$ cat config.mk
export PLATFORM = sky130hd
export DESIGN_NAME = bully_leader_election_core
export DESIGN_NICKNAME = d
export VERILOG_FILES = /design/src/sv/ble_pkg.sv /design/src/sv/bully_leader_election_core.sv /design/src/sv/ble_decide.sv
export SDC_FILE = /design/constraint.sdc
export NUM_CORES = 1
export LEC_CHECK = 0
export ABC_AREA = 1
export BUFFER_PORTS_ARGS = -buffer_cell sky130_fd_sc_hd__buf_2
export CORE_MARGIN = 4
export CORE_UTILIZATION = 35
export CTS_BUF_LIST = sky130_fd_sc_hd__clkbuf_16
export DETAILED_ROUTE_END_ITERATION = 10
export PLACE_DENSITY = 0.58
export SLEW_MARGIN = 15
export SYNTH_ARGS = -nofsm -noshare
export SYNTH_HDL_FRONTEND = slang
export SYNTH_SLANG_ARGS = --single-unit
$ cat constraint.sdc
create_clock -name i_clk -period 15.9 [get_ports i_clk]
set_input_delay 0.795 -clock i_clk [delete_from_list [all_inputs] [get_ports i_clk]]
set_output_delay 0.795 -clock i_clk [all_outputs]
set_load 0.01 [all_outputs]
$ cat src/sv/ble_pkg.sv
`timescale 1ns / 1ps
// ----------------------------------------------------------------------------
// ble_pkg: shared types and constants for the bully leader election core
// event codes, result kinds, protocol states and the per-event plan struct
// ----------------------------------------------------------------------------
package ble_pkg;

    // peer list limits
    localparam int MAX_PEERS = 8;
    localparam logic [3:0] ELECT_CAP = (MAX_PEERS < 8) ? 4'(MAX_PEERS) : 4'd8;

    // configuration register indexes
    localparam logic [1:0] CFG_MY_PRIORITY  = 2'd0;
    localparam logic [1:0] CFG_SELF_MAC     = 2'd1;
    localparam logic [1:0] CFG_OK_WAIT      = 2'd2;
    localparam logic [1:0] CFG_COORD_WAIT   = 2'd3;

    localparam logic [15:0] OK_WAIT_RESET    = 16'd1000;
    localparam logic [15:0] COORD_WAIT_RESET = 16'd2000;

    // event codes
    localparam logic [2:0] ACT_TICK      = 3'd0;
    localparam logic [2:0] ACT_HB_TIMEOUT = 3'd1;
    localparam logic [2:0] ACT_ELECTION  = 3'd2;
    localparam logic [2:0] ACT_OK        = 3'd3;
    localparam logic [2:0] ACT_COORD     = 3'd4;

    // result kinds
    localparam logic [2:0] KIND_STATUS   = 3'd0;
    localparam logic [2:0] KIND_ELECTION = 3'd1;
    localparam logic [2:0] KIND_OK       = 3'd2;
    localparam logic [2:0] KIND_ANNOUNCE = 3'd3;
    localparam logic [2:0] KIND_ADOPT    = 3'd4;

    typedef enum logic [1:0] {
        ST_IDLE        = 2'd0,
        ST_WAIT_OK     = 2'd1,
        ST_IN_ELECTION = 2'd2,
        ST_COORD       = 2'd3
    } t_node;

    // everything one event decides, held while its results go out
    typedef struct packed {
        t_node       next_state;
        logic        cd_run;
        logic [15:0] cd;
        logic        has_ok;
        logic [47:0] ok_mac;
        logic [3:0]  n_elect;
        logic        has_lead;
        logic [2:0]  lead_kind;
        logic [47:0] lead_mac;
        logic [31:0] lead_prio;
    } t_plan;

endpackage

$ cat src/sv/bully_leader_election_core.sv
`timescale 1ns / 1ps
// ----------------------------------------------------------------------------
// bully_leader_election_core: bully leader election node
// takes one event word, updates the protocol state and streams its results
// ----------------------------------------------------------------------------
// One event word (tick, heartbeat timeout, or a received election, ok or
// coordinator message) is taken while the core is idle. The cycle after
// acceptance the decision unit updates the protocol state and the shared
// countdown and fixes the result list; then the output register sends the
// results one per cycle while the receiver is ready: an ok reply if the sender
// ranks below us, one election send per higher peer (at most eight) or a self
// announcement, an adopted-leader report for a coordinator message, and always
// a closing status word with tlast. Every result carries the state reached
// after the event. An event has 1 to 10 results. A new event is taken as soon
// as the closing status is loaded, even while it waits.
// Configuration writes are always accepted and are meant for idle periods.
// ----------------------------------------------------------------------------
module bully_leader_election_core import ble_pkg::*; (
    input  logic         i_clk,
    input  logic         i_rst_n,
    // event stream
    input  logic         i_s_axis_tvalid,
    output logic         o_s_axis_tready,
    // src_mac[47:0], sender_priority[79:48], higher_peer_count[83:80], zero pad
    input  logic [87:0]  i_s_axis_tdata,
    // action[2:0]
    input  logic [2:0]   i_s_axis_tuser,
    // result stream
    output logic         o_m_axis_tvalid,
    input  logic         i_m_axis_tready,
    // peer_index[2:0], dest_mac[50:3], leader_mac[98:51],
    // leader_priority[130:99], node_state[132:131], zero pad
    output logic [135:0] o_m_axis_tdata,
    // kind[2:0]
    output logic [2:0]   o_m_axis_tuser,
    output logic         o_m_axis_tlast,
    // configuration writes
    input  logic         i_cfg_valid,
    output logic         o_cfg_ready,
    input  logic [1:0]   i_cfg_index,
    input  logic [47:0]  i_cfg_data
);

    typedef enum logic [2:0] {
        S_IDLE = 3'b001,
        S_PLAN = 3'b010,
        S_EMIT = 3'b100
    } t_fsm;

    // control
    t_fsm        r_fsm, n_fsm;
    t_node       r_state;
    logic        r_cd_run;
    logic [15:0] r_cd;
    logic [3:0]  r_step;
    logic        r_out_valid;

    // config
    logic [31:0] r_my_priority;
    logic [47:0] r_self_mac;
    logic [15:0] r_ok_wait;
    logic [15:0] r_coord_wait;

    // captured event and plan
    logic [2:0]  r_action;
    logic [47:0] r_src_mac;
    logic [31:0] r_sender_priority;
    logic [3:0]  r_peers;
    t_plan       r_plan;
    t_plan       w_plan;

    // output word
    logic [2:0]  r_kind;
    logic [2:0]  r_peer_index;
    logic [47:0] r_dest_mac;
    logic [47:0] r_leader_mac;
    logic [31:0] r_leader_prio;
    t_node       r_out_state;
    logic        r_last;

    logic        in_acc;
    logic        out_acc;
    logic        load_out;
    logic [3:0]  total;
    logic [3:0]  j0;
    logic [3:0]  j1;
    logic [2:0]  n_kind;
    logic [2:0]  n_peer_index;
    logic [47:0] n_dest_mac;
    logic [47:0] n_leader_mac;
    logic [31:0] n_leader_prio;
    logic        n_last;

    assign o_s_axis_tready = (r_fsm == S_IDLE);
    assign o_cfg_ready     = 1'b1;
    assign in_acc          = i_s_axis_tvalid && o_s_axis_tready;
    assign out_acc         = r_out_valid && i_m_axis_tready;

    ble_decide u_decide (
        .i_state             (r_state),
        .i_cd_run            (r_cd_run),
        .i_cd                (r_cd),
        .i_action            (r_action),
        .i_src_mac           (r_src_mac),
        .i_sender_priority   (r_sender_priority),
        .i_higher_peer_count (r_peers),
        .i_my_priority       (r_my_priority),
        .i_self_mac          (r_self_mac),
        .i_ok_wait           (r_ok_wait),
        .i_coord_wait        (r_coord_wait),
        .o_plan              (w_plan)
    );

    // result count: ok + elections + leader + status
    assign total = {3'b0, r_plan.has_ok} + r_plan.n_elect
                 + {3'b0, r_plan.has_lead} + 4'd1;

    assign load_out = (r_fsm == S_EMIT) && (!r_out_valid || out_acc);

    // pick the result for the current step
    always_comb begin
        n_kind        = KIND_STATUS;
        n_peer_index  = '0;
        n_dest_mac    = '0;
        n_leader_mac  = '0;
        n_leader_prio = '0;
        j0            = r_step - {3'b0, r_plan.has_ok};
        j1            = j0 - r_plan.n_elect;
        n_last        = (r_step == total - 4'd1);
        if (r_plan.has_ok && r_step == 4'd0) begin
            n_kind     = KIND_OK;
            n_dest_mac = r_plan.ok_mac;
        end else if (j0 < r_plan.n_elect) begin
            n_kind       = KIND_ELECTION;
            n_peer_index = j0[2:0];
        end else if (r_plan.has_lead && j1 == 4'd0) begin
            n_kind        = r_plan.lead_kind;
            n_leader_mac  = r_plan.lead_mac;
            n_leader_prio = r_plan.lead_prio;
        end
    end

    always_comb begin
        n_fsm = r_fsm;
        case (r_fsm)
            S_IDLE: if (in_acc) n_fsm = S_PLAN;
            S_PLAN: n_fsm = S_EMIT;
            S_EMIT: if (load_out && n_last) n_fsm = S_IDLE;
            default: n_fsm = S_IDLE;
        endcase
    end

    // control registers
    always_ff @(posedge i_clk) begin
        if (!i_rst_n) begin
            r_fsm       <= S_IDLE;
            r_state     <= ST_IDLE;
            r_cd_run    <= 1'b0;
            r_cd        <= '0;
            r_step      <= '0;
            r_out_valid <= 1'b0;
        end else begin
            r_fsm <= n_fsm;
            if (r_fsm == S_PLAN) begin
                r_state  <= w_plan.next_state;
                r_cd_run <= w_plan.cd_run;
                r_cd     <= w_plan.cd;
                r_step   <= '0;
            end else if (load_out) begin
                r_step <= r_step + 4'd1;
            end
            if (load_out) begin
                r_out_valid <= 1'b1;
            end else if (out_acc) begin
                r_out_valid <= 1'b0;
            end
        end
    end

    // configuration registers
    always_ff @(posedge i_clk) begin
        if (!i_rst_n) begin
            r_my_priority <= '0;
            r_self_mac    <= '0;
            r_ok_wait     <= OK_WAIT_RESET;
            r_coord_wait  <= COORD_WAIT_RESET;
        end else if (i_cfg_valid) begin
            case (i_cfg_index)
                CFG_MY_PRIORITY: r_my_priority <= i_cfg_data[31:0];
                CFG_SELF_MAC:    r_self_mac    <= i_cfg_data;
                CFG_OK_WAIT:     r_ok_wait     <= i_cfg_data[15:0];
                CFG_COORD_WAIT:  r_coord_wait  <= i_cfg_data[15:0];
                default: begin
                end
            endcase
        end
    end

    // payload registers
    always_ff @(posedge i_clk) begin
        if (in_acc) begin
            r_action          <= i_s_axis_tuser;
            r_src_mac         <= i_s_axis_tdata[47:0];
            r_sender_priority <= i_s_axis_tdata[79:48];
            r_peers           <= i_s_axis_tdata[83:80];
        end
        if (r_fsm == S_PLAN) begin
            r_plan <= w_plan;
        end
        if (load_out) begin
            r_kind        <= n_kind;
            r_peer_index  <= n_peer_index;
            r_dest_mac    <= n_dest_mac;
            r_leader_mac  <= n_leader_mac;
            r_leader_prio <= n_leader_prio;
            // state is held with the word, the next event may be planned
            // while the closing word still waits
            r_out_state   <= r_state;
            r_last        <= n_last;
        end
    end

    assign o_m_axis_tvalid = r_out_valid;
    assign o_m_axis_tuser  = r_kind;
    assign o_m_axis_tlast  = r_last;
    assign o_m_axis_tdata  = {3'b000, r_out_state, r_leader_prio, r_leader_mac,
                              r_dest_mac, r_peer_index};

    // the closing word of a run is always a status word
    a_last_is_status: assert property (@(posedge i_clk) disable iff (!i_rst_n)
        o_m_axis_tvalid && o_m_axis_tlast |-> o_m_axis_tuser == KIND_STATUS)
        else $error("closing word is not a status word");

    // an accepted event moves straight to the planning cycle
    a_accept_plans: assert property (@(posedge i_clk) disable iff (!i_rst_n)
        in_acc |=> r_fsm == S_PLAN)
        else $error("accepted event not planned");

    // a word still waiting while idle must be the closing one
    a_idle_only_last: assert property (@(posedge i_clk) disable iff (!i_rst_n)
        o_m_axis_tvalid && r_fsm == S_IDLE |-> o_m_axis_tlast)
        else $error("idle with a run still open");

    // sequencer stays one-hot
    a_fsm_onehot: assert property (@(posedge i_clk) disable iff (!i_rst_n)
        $onehot(r_fsm))
        else $error("sequencer state not one-hot");

endmodule

$ cat src/sv/ble_decide.sv
`timescale 1ns / 1ps
// ----------------------------------------------------------------------------
// ble_decide: event decision unit
// one compare and countdown step per event, yields the state update and the
// list of results to send
// ----------------------------------------------------------------------------
module ble_decide import ble_pkg::*; (
    input  t_node       i_state,
    input  logic        i_cd_run,
    input  logic [15:0] i_cd,
    input  logic [2:0]  i_action,
    input  logic [47:0] i_src_mac,
    input  logic [31:0] i_sender_priority,
    input  logic [3:0]  i_higher_peer_count,
    input  logic [31:0] i_my_priority,
    input  logic [47:0] i_self_mac,
    input  logic [15:0] i_ok_wait,
    input  logic [15:0] i_coord_wait,
    output t_plan       o_plan
);

    logic       do_elect;
    logic       do_coord;
    logic [3:0] n_cap;

    assign n_cap = (i_higher_peer_count < ELECT_CAP) ? i_higher_peer_count : ELECT_CAP;

    always_comb begin
        o_plan            = '0;
        o_plan.next_state = i_state;
        o_plan.cd_run     = i_cd_run;
        o_plan.cd         = i_cd;
        o_plan.ok_mac     = i_src_mac;
        do_elect          = 1'b0;
        do_coord          = 1'b0;

        case (i_action)
            ACT_TICK: begin
                if (i_cd_run) begin
                    if (i_cd <= 16'd1) begin
                        o_plan.cd     = '0;
                        o_plan.cd_run = 1'b0;
                        if (i_state == ST_WAIT_OK) begin
                            do_coord = 1'b1;
                        end else if (i_state == ST_IN_ELECTION) begin
                            do_elect = 1'b1;
                        end
                    end else begin
                        o_plan.cd = i_cd - 16'd1;
                    end
                end
            end
            ACT_HB_TIMEOUT: begin
                do_elect = 1'b1;
            end
            ACT_ELECTION: begin
                if (i_sender_priority < i_my_priority) begin
                    o_plan.has_ok = 1'b1;
                    do_elect      = 1'b1;
                end
            end
            ACT_OK: begin
                if (i_state == ST_WAIT_OK) begin
                    o_plan.next_state = ST_IN_ELECTION;
                    o_plan.cd_run     = 1'b1;
                    o_plan.cd         = i_coord_wait;
                end
            end
            ACT_COORD: begin
                o_plan.cd_run     = 1'b0;
                o_plan.cd         = '0;
                o_plan.next_state = ST_IDLE;
                o_plan.has_lead   = 1'b1;
                o_plan.lead_kind  = KIND_ADOPT;
                o_plan.lead_mac   = i_src_mac;
                o_plan.lead_prio  = i_sender_priority;
            end
            default: begin
            end
        endcase

        // election start, no effect while already coordinator
        if (do_elect && i_state != ST_COORD) begin
            if (n_cap == 4'd0) begin
                do_coord = 1'b1;
            end else begin
                o_plan.n_elect    = n_cap;
                o_plan.next_state = ST_WAIT_OK;
                o_plan.cd_run     = 1'b1;
                o_plan.cd         = i_ok_wait;
            end
        end

        if (do_coord) begin
            o_plan.next_state = ST_COORD;
            o_plan.cd_run     = 1'b0;
            o_plan.cd         = '0;
            o_plan.has_lead   = 1'b1;
            o_plan.lead_kind  = KIND_ANNOUNCE;
            o_plan.lead_mac   = i_self_mac;
            o_plan.lead_prio  = i_my_priority;
        end
    end

endmodule
==> metrics.txt <==
Setup crit end r_plan[87]; Compound-Gate Fraction of Synth Area 0.07315; dpl hpwl 35.32 mm; Root Buffer Master clkbuf_16; TritonCTS buffer count 54; status finished, final reports clean; DRT Wirelength 53.63 mm; Flop pwr share 0.503; initial antenna violation count 3; routed len/inst 17.68 µm; first-pass GRT wire length 80.67 mm; Chip Height around 250 µm; Ys Warns 0; Yosys reg bits 499; Ports 289; HP Class in -> reg; final setup vio count 0; Synth Flop Type edfxtp_1; nets@finish 2420; R2R Path Start r_sender_priority[31]; worst reg2reg path endpoint r_plan[87]; leakage power 9.999 nW; Clock transition at path regs 60 ps; Slew Limit Fails 0; GP Congestion 0.8960; Post-CTS Setup Bufs 0; layout cells sized above 1 0.1814; area grow syn2layout 19.55%; most frequent cell after synthesis nand2_1; chip width 248.3 µm; multi-input logic area roughly 0.0054 mm²; CP arrival 3990 ps; FF+latch area between 0.01 and 0.015 mm²; ys async rst share 0; clock latency on the worst-skew pair 590 ps; slew margin rel. 0.2747; CP startpoint r_sender_priority[31]; kind of critical path reg -> reg; CTS tree built; fin crit share 0.2243; sequential area share after synthesis 0.6723; Synth Cell Area 0.02022 mm²; largest family of logic cells by synthesized area simple AND/OR/NAND/NOR gates; IO Port Bufs 280; crit path capture type flop; Cell Count, Final, Fillers Out 3034; Final Util 0.4254; setup_tns 0 ps; RSZ-0062 raised after global routing false; die area slightly above 0.06 mm²; P_int 0.002259 W; FILL cells 5546; list of most frequent post-synthesis cells nand2_1 (397), edfxtp_1 (360), nor2_1 (320), inv_1 (236), dfxtp_1 (139); CP Max Fanout 20; R2R setup slack 12330 ps; via count 14090; gate count of the mapped netlist 1959; Tightest Pin Transition around 1100 ps; R2R cell count 10; Distinct cells, synth between 40 and 50; Placeable Area 0.05682 mm²; XOR/XNOR Fraction of Synth Area 0.004332; drt pass-1 iters 5; number of vias per cell 4.643; CTS H-tree depth 2; GRT Util Overall 0.1710; top cell type's share of synthesized area 0.5347; grt ovf 0; Routed Antenna Nets 0; CP required around 16000 ps; Tmin final 3566 ps; hold_buf cts 0; vias in the first global route 14170; dpl cells 2931; DRC 0; post-synth top area cell edfxtp_1; cell area power density approximately 120 mW/mm²; FP Rows 87; multiplexer share of the synthesized area 0; Post-synth EDFFs between 300 and 400; Bufs on Longest Clock Path 3; Startpoint Class flop; Final Hold Viols 0; fmax 280.4 MHz; clock sinks 499; combinational power share 0.061; Starting Density 0.3558; worst IR drop on VDD roughly 0.000077 V; largest net degree at the start of global routing 142; Post-Synth Simple-Gate Area 0.1582; Adder-Cell Fraction of Synth Area 0.02698; largest cells by area after synthesis edfxtp_1 (53%), dfxtp_1 (14%), nand2_1 (7.4%), nor2_1 (5.9%), inv_1 (4.4%); Switching Power 0.0006565 W; max-cap violation count 0; switching power share of the total 0.2252; Clock Power Share 0.436; Worst Clk Skew 17.44 ps; Avg Inst Size Synth 10.32 µm²; DR iter-0 viols 701; cts repair resizes 0
[cells by family after synthesis]
| family | count (synthesis) |
|---|---|
| AND/OR/NAND/NOR | 801 |
| AO/OA/AOI/OAI | 277 |
| buffers and inverters | 327 |
| adder cells (fa/ha/maj) | 43 |
| flip-flops | 499 |
| XOR/XNOR | 10 |
| other | 2 |
[critical path, cell delays in order (launching register included)]
cell,delay (ps)
edfxtp_1,390
ha_1,250
nor4_1,650
nand3_1,210
a21oi_1,300
nand2_1,250
nand2_2,160
nand2_2,320
clkinv_1,520
nand2_1,200
nor2_1,150
[through the flow]
step	setup WS, ps	area [µm²]	hold WS (ps)	total power (W)
after floorplan	4177	20230	421.4	0.001599
after CTS	12120	24170	332.4	0.002958
after detailed placement	12160	22350	433.5	0.001673
final	12330	24170	380.8	0.002915
after global routing	12060	24170	347.0	0.003042
after global placement	12240	22350	432.1	0.001669
[power by group through the flow]
stage                     Combinational [W]  Clock (W)  Sequential [W]
after CTS                          0.000180    0.00131         0.00147
after floorplan                    0.000107          0         0.00149
final                              0.000177    0.00127         0.00147
after detailed placement           0.000179          0         0.00149
after global placement             0.000176          0         0.00149
after global routing               0.000202    0.00137         0.00147
[sequential cells by signal, indices dropped and copies added, names as in the netlist, 32 cells and up]
name and count:
r_dest_mac 48, r_my_priority 32, r_leader_mac 48, r_leader_prio 32, r_src_mac 48, r_sender_priority 32
r_plan 136, r_self_mac 48
[final cells by class]
class	count	area share
flip-flops and latches	499	0.5624
multi-input cells	1135	0.2219
repair buffers	292	0.06233
clock buffers	57	0.05901
well taps	756	0.03913
inverters	249	0.03888
clock inverters	45	0.01631
diodes	1	0.0001035
[worst min path at each step]
stage,slack [ps],start,to,cells after the start
finish,380,i_s_axis_tdata[52],r_sender_priority[4],1
global placement,430,r_ok_wait[6],r_ok_wait[6],2
floorplan,420,r_ok_wait[3],r_ok_wait[3],2
CTS,330,i_s_axis_tdata[77],r_sender_priority[29],1
global route,350,i_s_axis_tdata[10],r_src_mac[10],1
detailed placement,430,r_src_mac[24],r_plan[112],0
[cell usage in the layout, fill, tap and decap left out, drive strengths merged, types with 3 or more instances in the layout]
cell type  instances
buf              292
clkinvlp           3
edfxtp           360
a31oi              4
xnor2              3
xor2               7
ha                42
inv              261
bufinv             7
a22oi              3
a21oi             72
nand2            400
o211ai             8
o22ai              4
nor4               3
nor2             325
conb               4
nand4             13
o21bai            18
nor3              11
and3               3
dfxtp            139
clkinv            23
o21ai            165
clkbuf            57
or2                8
nand3             37
[metal layers]
layer  vias up  part of all wire  track usage
met5         -                 0            0
met4         0             0.028      0.05313
met3        91             0.052      0.02713
met2       329              0.49       0.2994
met1      6707              0.43       0.2184
li1       6961                 -            -
No activity file was read; power rests on OpenSTA's default activity.
